[config.mk]
export PLATFORM = sky130hd
export DESIGN_NAME = prrs_ctrl
export DESIGN_NICKNAME = d
export VERILOG_FILES = /design/src/rtl/core/prrs_pkg.sv /design/src/rtl/core/prrs_ctrl.sv
export SDC_FILE = /design/constraint.sdc
export NUM_CORES = 1
export LEC_CHECK = 0
export BUFFER_PORTS_ARGS = -buffer_cell sky130_fd_sc_hd__buf_2
export CORE_AREA = 2 2 39 41
export DETAILED_ROUTE_END_ITERATION = 12
export DIE_AREA = 0 0 41 43
export PLACE_DENSITY = 0.38
export SYNTH_ARGS = -nofsm -noshare
export SYNTH_HDL_FRONTEND = slang
export SYNTH_SLANG_ARGS = --single-unit
[constraint.sdc]
create_clock -name clk -period 1.55 [get_ports clk]
set_clock_uncertainty 0.1 [all_clocks]
set_input_delay 0.31 -clock clk [delete_from_list [all_inputs] [get_ports clk]]
set_output_delay 0.31 -clock clk [all_outputs]
set_load 0.005 [all_outputs]
[src/rtl/core/prrs_pkg.sv]
// shared types, codes and default sizes of the priority round robin scheduler
package prrs_pkg;

	localparam int NUM_JOBS_DEF   = 64;
	localparam int NUM_LEVELS_DEF = 16;
	localparam int TIME_BITS_DEF  = 32;

	localparam int JOB_ID_W   = 6;
	localparam int PRIO_W     = 4;
	localparam int BURST_W    = 16;
	localparam int OUT_TIME_W = 32;

	localparam logic CMD_ARRIVAL = 1'b0;
	localparam logic CMD_TICK    = 1'b1;

	typedef enum logic [2:0] {
		ST_IDLE,
		ST_ARR,
		ST_HEAD,
		ST_JOB,
		ST_UPD
	} state_t;

	typedef struct packed {
		logic load;
		logic rd_slot;
		logic rd_job;
		logic commit_arr;
		logic commit_idle;
		logic commit_tick;
	} dp_cmd_t;

	typedef struct packed {
		logic new_tick;
		logic any_level;
		logic out_free;
	} dp_status_t;

endpackage

[src/rtl/core/prrs_ctrl.sv]
// sequencing state machine of the scheduler
module prrs_ctrl (
	input  logic                 clk,
	input  logic                 arst_n,
	input  logic                 req_valid,
	output logic                 req_ready,
	input  prrs_pkg::dp_status_t status,
	output prrs_pkg::dp_cmd_t    ctl
);

	prrs_pkg::state_t state_q;
	prrs_pkg::state_t state_nxt;

	always_ff @(posedge clk or negedge arst_n) begin
		if (!arst_n) begin
			state_q <= prrs_pkg::ST_IDLE;
		end else begin
			state_q <= state_nxt;
		end
	end

	always_comb begin
		state_nxt = state_q;
		case (state_q)
			prrs_pkg::ST_IDLE: begin
				if (req_valid) begin
					state_nxt = status.new_tick ? prrs_pkg::ST_HEAD : prrs_pkg::ST_ARR;
				end
			end
			prrs_pkg::ST_ARR: begin
				if (status.out_free) begin
					state_nxt = prrs_pkg::ST_IDLE;
				end
			end
			prrs_pkg::ST_HEAD: begin
				if (status.any_level) begin
					state_nxt = prrs_pkg::ST_JOB;
				end else if (status.out_free) begin
					state_nxt = prrs_pkg::ST_IDLE;
				end
			end
			prrs_pkg::ST_JOB: begin
				state_nxt = prrs_pkg::ST_UPD;
			end
			prrs_pkg::ST_UPD: begin
				if (status.out_free) begin
					state_nxt = prrs_pkg::ST_IDLE;
				end
			end
			default: begin
				state_nxt = prrs_pkg::ST_IDLE;
			end
		endcase
	end

	always_comb begin
		ctl       = '0;
		req_ready = 1'b0;
		case (state_q)
			prrs_pkg::ST_IDLE: begin
				req_ready = 1'b1;
				ctl.load  = req_valid;
			end
			prrs_pkg::ST_ARR: begin
				ctl.commit_arr = status.out_free;
			end
			prrs_pkg::ST_HEAD: begin
				ctl.rd_slot     = status.any_level;
				ctl.commit_idle = !status.any_level && status.out_free;
			end
			prrs_pkg::ST_JOB: begin
				ctl.rd_job = 1'b1;
			end
			prrs_pkg::ST_UPD: begin
				ctl.commit_tick = status.out_free;
			end
			default: begin
				req_ready = 1'b0;
			end
		endcase
	end

endmodule

==> results of run 1 <==
cells by family (layout without fill, tap and decap cells):
group,Yosys count,in the layout,synth area share (%)
and+or+nand+nor,14,14,43.0
AOI/OAI and AO/OA,4,4,13.9
DFF,3,3,36.4
buffers and inverters,3,21,6.67
power by group:
part,switching (mW),internal [mW],leakage [nW]
registers,0.0805,0.119,0.0350
clock network,0.0386,0.0963,0.0150
logic,0.113,0.179,0.125
cells in the final DEF, fill, tap and decap left out, types with 2 or more instances in the layout:
master,synthesis,final
buf_2,2,12
clkbuf_4,0,3
nor3_2,0,2
dfrtp_2,0,3
buf_4,0,3
nor4b_1,3,2
how the worst max path moves through the flow:
| stage | from | end | slack, ns | cells after the start |
|---|---|---|---|---|
| 3_5_place_dp | state_q[0] | ctl[1] | 0.17 | 4 |
| 4_1_cts | state_q[2] | ctl[1] | -0.01 | 4 |
| 2_1_floorplan | state_q[1] | ctl[5] | 0.23 | 3 |
| 6_report | state_q[0] | ctl[5] | 0.01 | 3 |
| 3_3_place_gp | state_q[1] | ctl[5] | 0.18 | 3 |
| 5_1_grt | state_q[0] | ctl[5] | -0.09 | 3 |
cell type report:
type	instances	area, µm²	share of cell area (%)
multi-input cells	18	141	39.0
repair buffers	16	92.6	25.5
flip-flops and latches	3	78.8	21.7
clock buffers	4	26.3	7.24
well taps	16	20.0	5.52
inverters	1	3.75	1.03
metrics by stage:
step,hold WS [ns],setup TNS (ns)
floorplan,-0.0856,0
global placement,0.00505,0
detailed placement,0.00757,0
CTS,0.266,-0.0248
global route,0.284,-0.252
finish,0.275,0
repair_timing:
item                                    CTS  global route
setup buffers                             3             0
hold buffers                              1             0
endpoints found under the setup margin    5             5
gates resized for setup                   7             1
hold endpoints to repair                  3             0
pin swaps                                 2             2
cloned                                    0             0
critical path, stage by stage, from the launching register on:
cell and delay [ns]:
dfrtp_2 0.45, nor3_2 0.20, and2_1 0.14, buf_2 0.10
per-layer routing:
| layer | vias up | part of all wire [%] | GRT usage (%) |
|---|---|---|---|
| li1 | 125 | - | - |
| met1 | 112 | 50 | 11.6 |
| met2 | 11 | 43 | 11.6 |
| met3 | 0 | 6.9 | 3.14 |
| met4 | 0 | 0 | 4.00 |
| met5 | - | 0 | 0 |
==> Implementation_results.wiki, run 1 <==
{| class="wikitable"
! Metric !! Value
|-
| Post-synth EDFFs || 0
|-
| Clock latency at the later pin of the worst-skew pair || 0.23 ns
|-
| Final count of hold timing violations || 0
|-
| Most numerous cell types in the synthesized netlist || dfrtp_1 (3), nor4b_1 (3), buf_2 (2), nor2_1 (2), nor3_1 (2)
|-
| Endpoints failing setup || 0
|-
| Setup repair after global routing missed its margin || true
|-
| Hold path endpoint || state_q[1]
|-
| First-pass iteration count of the detailed router || 4
|-
| Upper clock frequency limit || 0.649 GHz
|-
| Pin count of the biggest net entering global routing || 8
|-
| Biggest registers after layout || state_q: 3 flops
|-
| Total global routing track utilization || 8.54%
|-
| Worst Setup Slack post-DPL || between 0.15 and 0.2 ns
|-
| Capture point of the worst reg-to-reg path || state_q[0]
|-
| DR WL/cell || roughly 11 µm
|-
| Worst R2R Setup Slack || around 0.34 ns
|-
| Seq/Total Area, Yosys || 36.4%
|-
| Clock period minus worst slack || 1.54 ns
|-
| Standard-cell rows || 14
|-
| Count of H-tree levels built during CTS || 1
|-
| Final instance area || 363 µm²
|-
| Critical path capture point type || output pin
|-
| Clock root buffer || clkbuf_4
|-
| Number of register bits inferred by synthesis || 3
|-
| Cell area after placement || 277 µm²
|-
| Startpoint of the most critical register-to-register path || state_q[0]
|-
| Antenna diode count || 0
|-
| Number of primary I/O pins || 13
|-
| Post-synth ARST share || between 90% and 100%
|-
| Area of the placeable core || 1380 µm²
|-
| Via count || 248
|-
| Biggest register || state_q
|-
| DRC violations left || 0
|-
| Number of nets still failing antenna checks after routing || 0
|-
| Max reg flops || 3
|-
| Critical-path maximum fanout || 7
|-
| Overflow left after global routing || 0
|-
| Clock transition at the registers of the reported paths || approximately 0.030 ns
|-
| Number of global-route vias before repair || 242
|-
| Half-perimeter wire length after placement || 418 µm
|-
| Number of port buffers || 12
|-
| Longest Clk Path Bufs || 2
|-
| Arrival time worst endpoint || 1.13 ns
|-
| TritonCTS clock tree || yes
|-
| Number of nets in the synthesized netlist || 30
|-
| Setup slack after layout || between 0.01 and 0.015 ns
|-
| Distinct cells, synth || 17
|-
| Initial core utilization || 14.9%
|-
| Path category of the worst min-delay check || in -> reg
|-
| Final design utilization || 26.2%
|-
| Overall die area || 1760 µm²
|-
| Synthesis warning total || 0
|-
| Count of placed standard cells in the final layout, fillers left out || a little under 60
|-
| Die height || 43 µm
|-
| Share of the clock period used by the worst path || 99.3%
|-
| Primary FF master, synth || dfrtp_1
|-
| Worst R2R Path Depth || 4
|-
| Clock buffer count from CTS || 3
|-
| Post-synthesis cell type with the largest combined area || dfrtp_1
|-
| Die Span X || ~40 µm
|-
| Global-route wire length before repair || roughly 990 µm
|-
| Number of design-rule violations left by the first detailed-router iteration || 4
|-
| Top area cells in the synthesized netlist || dfrtp_1 (36%), nor4b_1 (13%), buf_2 (4.8%), nor3_1 (4.8%), a221oi_1 (4.2%)
|-
| Power per standard cell area || 1730 nW/µm²
|-
| Total instance count after detailed placement || 50
|-
| Classification of the worst setup path || reg -> out
|-
| Final routed wirelength across all metal layers || 621 µm
|-
| CP Launch Type || register
|-
| Mean instance size in the synthesized netlist || 8.60 µm²
|-
| Max-cap violations || 0
|-
| Synthesized netlist cell count || 24
|-
| Highest ir drop seen on vdd || 536 µV
|-
| Startpoint of the most critical hold path || status[2]
|-
| Leak pwr || 0.176 nW
|-
| Nets || 49
|-
| Total power draw || 0.627 mW
|-
| Area fraction of the dominant cell type after synthesis || 36.4%
|-
| Outcome || completed
|-
| Relative slew slack || a little over four fifths
|-
| Antenna violations before repair || 0
|-
| Post-synthesis cell area || roughly 210 µm²
|-
| Post-detailed-route via-to-cell ratio || 4.28
|-
| Instance count along the most critical hold path || 3
|-
| Global placer's final weighted congestion || 0.708
|-
| Proportion of layout cells with a drive suffix above 1 || 59.5%
|-
| Area delta synth->final || 75.8%
|-
| Number of clock sinks || 3
|-
| Filler instances || about 150
|-
| Final max-slew violation count || 0
|-
| Worst endpoint required time || roughly 1.1 ns
|-
| Tightest Pin Transition || 0.247 ns
|}
Power figures use the tool's default switching activity.
==> run 2: changes to the inputs <==
- ABC_AREA: not set -> 1
- PLACE_DENSITY: 0.38 -> 0.4
==> Implementation_results.wiki, run 2 <==
{| class="wikitable"
! Metric !! Value
|-
| Antenna diode count || 0 (unchanged)
|-
| Final instance area || 370 µm² (+2.1%)
|-
| Clock share of power || 22.7% (+1.2 points)
|-
| Post-synth ARST share || 100% (unchanged)
|-
| Initial core utilization || 16.0% (+1.1 points)
|-
| Via count || 279 (+13%)
|-
| Number of primary I/O pins || 13 (unchanged)
|-
| Count of placed standard cells in the final layout, fillers left out || 69 (+19%)
|-
| Synthesis warning total || 0 (unchanged)
|-
| First-pass iteration count of the detailed router || 2 (-2)
|-
| Power per standard cell area || 1670 nW/µm² (-3.3%)
|-
| Clock transition at the registers of the reported paths || 0.04 ns (about the same)
|-
| Filler instances || 158 (+3.9%)
|-
| DRC violations left || 0 (unchanged)
|-
| Overflow left after global routing || 0 (unchanged)
|-
| Biggest registers after layout || state_q: 3 flops
|-
| Total global routing track utilization || 8.55% (+0.0086 points)
|-
| Biggest register || state_q
|-
| Post-synth EDFFs || 0 (unchanged)
|-
| Die height || 43 µm (unchanged)
|-
| Final design utilization || 26.8% (+0.54 points)
|-
| Number of design-rule violations left by the first detailed-router iteration || 2 (-2)
|-
| Leading cell type by number of instances after synthesis || inv_1
|-
| Arrival time worst endpoint || 1.11 ns (-0.02 ns)
|-
| Net switching fraction of the power || 43.1% (+6.1 points)
|-
| Endpoints failing setup || 0 (unchanged)
|-
| Cell area after placement || 302 µm² (+9.0%)
|-
| CP Launch Type || register
|-
| Worst Setup Slack post-DPL || 0.110 ns (-0.0554 ns)
|-
| Half-perimeter wire length after placement || 435 µm (+4.0%)
|-
| Critical-path maximum fanout || 6 (-1)
|-
| DR WL/cell || 8.54 µm (-20%)
|-
| Standard-cell rows || 14 (unchanged)
|-
| Area fraction of the dominant cell type after synthesis || 33.9% (-2.5 points)
|-
| Worst endpoint required time || 1.14 ns (about the same)
|-
| TritonCTS clock tree || yes
|-
| Pin count of the biggest net entering global routing || 7 (-1)
|-
| Most numerous cell types in the synthesized netlist || inv_1 (7), dfrtp_1 (3), nand2_1 (3), nand4_1 (3), nor2_1 (3)
|-
| Longest Clk Path Bufs || 2 (unchanged)
|-
| Overall die area || 1760 µm² (unchanged)
|-
| Final-layout worst hold slack || 0.233 ns (-0.0425 ns)
|-
| Die Span X || 41 µm (unchanged)
|-
| Leak pwr || 0.205 nW (+17%)
|-
| Top area cells in the synthesized netlist || dfrtp_1 (34%), inv_1 (12%), nand4_1 (8.5%), nand2_2 (5.6%), nor2_2 (5.6%)
|-
| Number of nets in the synthesized netlist || 39 (+30%)
|-
| Global-route wire length before repair || 952 µm (-4.1%)
|-
| Setup slack after layout || 0.0294 ns (+0.0193 ns)
|-
| Synthesized netlist cell count || 33 (+38%)
|-
| Primary FF master, synth || dfrtp_1
|-
| Antenna violations before repair || 0 (unchanged)
|-
| Highest ir drop seen on vdd || 555 µV (+3.5%)
|-
| Total power draw || 0.619 mW (-1.3%)
|-
| Area of the placeable core || 1380 µm² (unchanged)
|-
| Seq/Total Area, Yosys || 33.9% (-2.5 points)
|-
| Post-synthesis cell type with the largest combined area || dfrtp_1
|-
| Number of clock sinks || 3 (unchanged)
|-
| Final count of hold timing violations || 0 (unchanged)
|-
| Classification of the worst setup path || reg -> out
|-
| Clock latency at the later pin of the worst-skew pair || 0.24 ns (about the same)
|-
| Nets || 60 (+22%)
|-
| Proportion of layout cells with a drive suffix above 1 || 56.6% (-2.9 points)
|-
| Critical path capture point type || output pin
|-
| Post-detailed-route via-to-cell ratio || 4.04 (-5.4%)
|-
| Count of H-tree levels built during CTS || 1 (unchanged)
|-
| Share of the clock period used by the worst path || 98.1% (-1.2 points)
|-
| Distinct cells, synth || 15 (-2)
|-
| Clock period minus worst slack || 1.52 ns (-0.0193 ns)
|-
| Outcome || completed
|-
| Tightest Pin Transition || 0.201 ns (-0.0457 ns)
|-
| Global placer's final weighted congestion || 0.628 (-11%)
|-
| Path category of the worst min-delay check || in -> reg
|-
| Number of global-route vias before repair || 253 (+4.5%)
|-
| Relative slew slack || 86.5% (+2.9 points)
|-
| Number of nets still failing antenna checks after routing || 0 (unchanged)
|-
| Commonest cells after routing, fill and taps aside || buf_2 (12), inv_1 (6)
|-
| Area delta synth->final || 67.2%
|-
| P_int || 0.352 mW (-11%)
|-
| Power spent charging and discharging nets || 0.267 mW (+15%)
|-
| Number of register bits inferred by synthesis || 3 (unchanged)
|-
| Final routed wirelength across all metal layers || 589 µm (-5.2%)
|-
| Total instance count after detailed placement || 61 (+22%)
|-
| Clock root buffer || clkbuf_4
|-
| Max reg flops || 3 (unchanged)
|-
| Post-synthesis cell area || 221 µm² (+7.3%)
|-
| Number of port buffers || 12 (unchanged)
|-
| Setup total negative slack || 0 ns (unchanged)
|-
| Upper clock frequency limit || 0.658 GHz (+1.3%)
|-
| Setup repair after global routing missed its margin || true
|-
| Logic pwr share || 50.6% (+4.0 points)
|-
| Sequential group share of total power || 26.6% (-5.3 points)
|-
| Max-cap violations || 0 (unchanged)
|-
| Most common library cell in the layout ignoring fill and taps || buf_2
|-
| Worst R2R Setup Slack || 0.39 ns (+0.05 ns)
|-
| Final max-slew violation count || 0 (unchanged)
|-
| Mean instance size in the synthesized netlist || 6.71 µm² (-22%)
|-
| Clock buffer count from CTS || 3 (unchanged)
|}
-- run 2: cell count changes after synthesis, sizes merged, moves of 3 or more --
cell	change
nor4b	-3
inv	+8
nand2	+4
nor2	+3
nand4	+3
-- run 2: final timing paths --
| kind | from | endpoint | depth (start not counted) |
|---|---|---|---|
| setup / recovery | state_q[1] | ctl[5] | 4 |
| hold / removal | status[2] | state_q[1] | 3 |
| setup reg to reg | state_q[2] | state_q[0] | 7 |
| hold reg to reg | state_q[2] | state_q[2] | 2 |
| max in group asynchronous | arst_n | state_q[0] | 2 |
| min in group asynchronous | arst_n | state_q[1] | 2 |
-- run 2: cells by family after synthesis --
group | count (synthesis) | synth area share (%)
compound gates | 2 | 4.52
buf+inv | 9 | 15.3
flops | 3 | 33.9
simple gates | 19 | 46.3
-- run 2: cell type report --
class                      count  area [µm²]  area share (%)
inverter                       9        33.8            9.12
multi-input combinational     21         120            32.4
sequential                     3        77.6            20.9
clock buffer                   4        26.3            7.09
timing repair buffer          16        92.6            25.0
tap                           16        20.0            5.41
-- run 2: metal layers --
metal  vias to the layer above  routed length (µm)  global-route usage (%)
li1                        145                   -                       -
met1                       125                 242                    10.7
met2                         7                 291                    10.6
met3                         2                  36                    1.57
met4                         0                  17                    10.0
met5                         -                   0                       0
-- run 2: timing repair --
action	in CTS	in global routing
gates resized for setup	2	3
endpoints found under the setup margin	3	5
hold buffers	1	0
pin swaps	0	1
endpoints found under the hold margin	3	0
buffers inserted	3	0
-- run 2: worst max-delay path: stages (launching register included) --
cell,delay [ns]
dfrtp_2,0.44
nor2_2,0.15
nand2_2,0.10
nor2_2,0.08
buf_2,0.11
-- run 2: power by group through the flow --
stage / Sequential, mW / Clock (mW) / Combinational, mW
2_1_floorplan: 0.146 / 0 / 0.185
3_3_place_gp: 0.157 / 0 / 0.273
3_5_place_dp: 0.155 / 0 / 0.272
4_1_cts: 0.158 / 0.149 / 0.310
5_1_grt: 0.169 / 0.161 / 0.361
6_report: 0.165 / 0.141 / 0.313
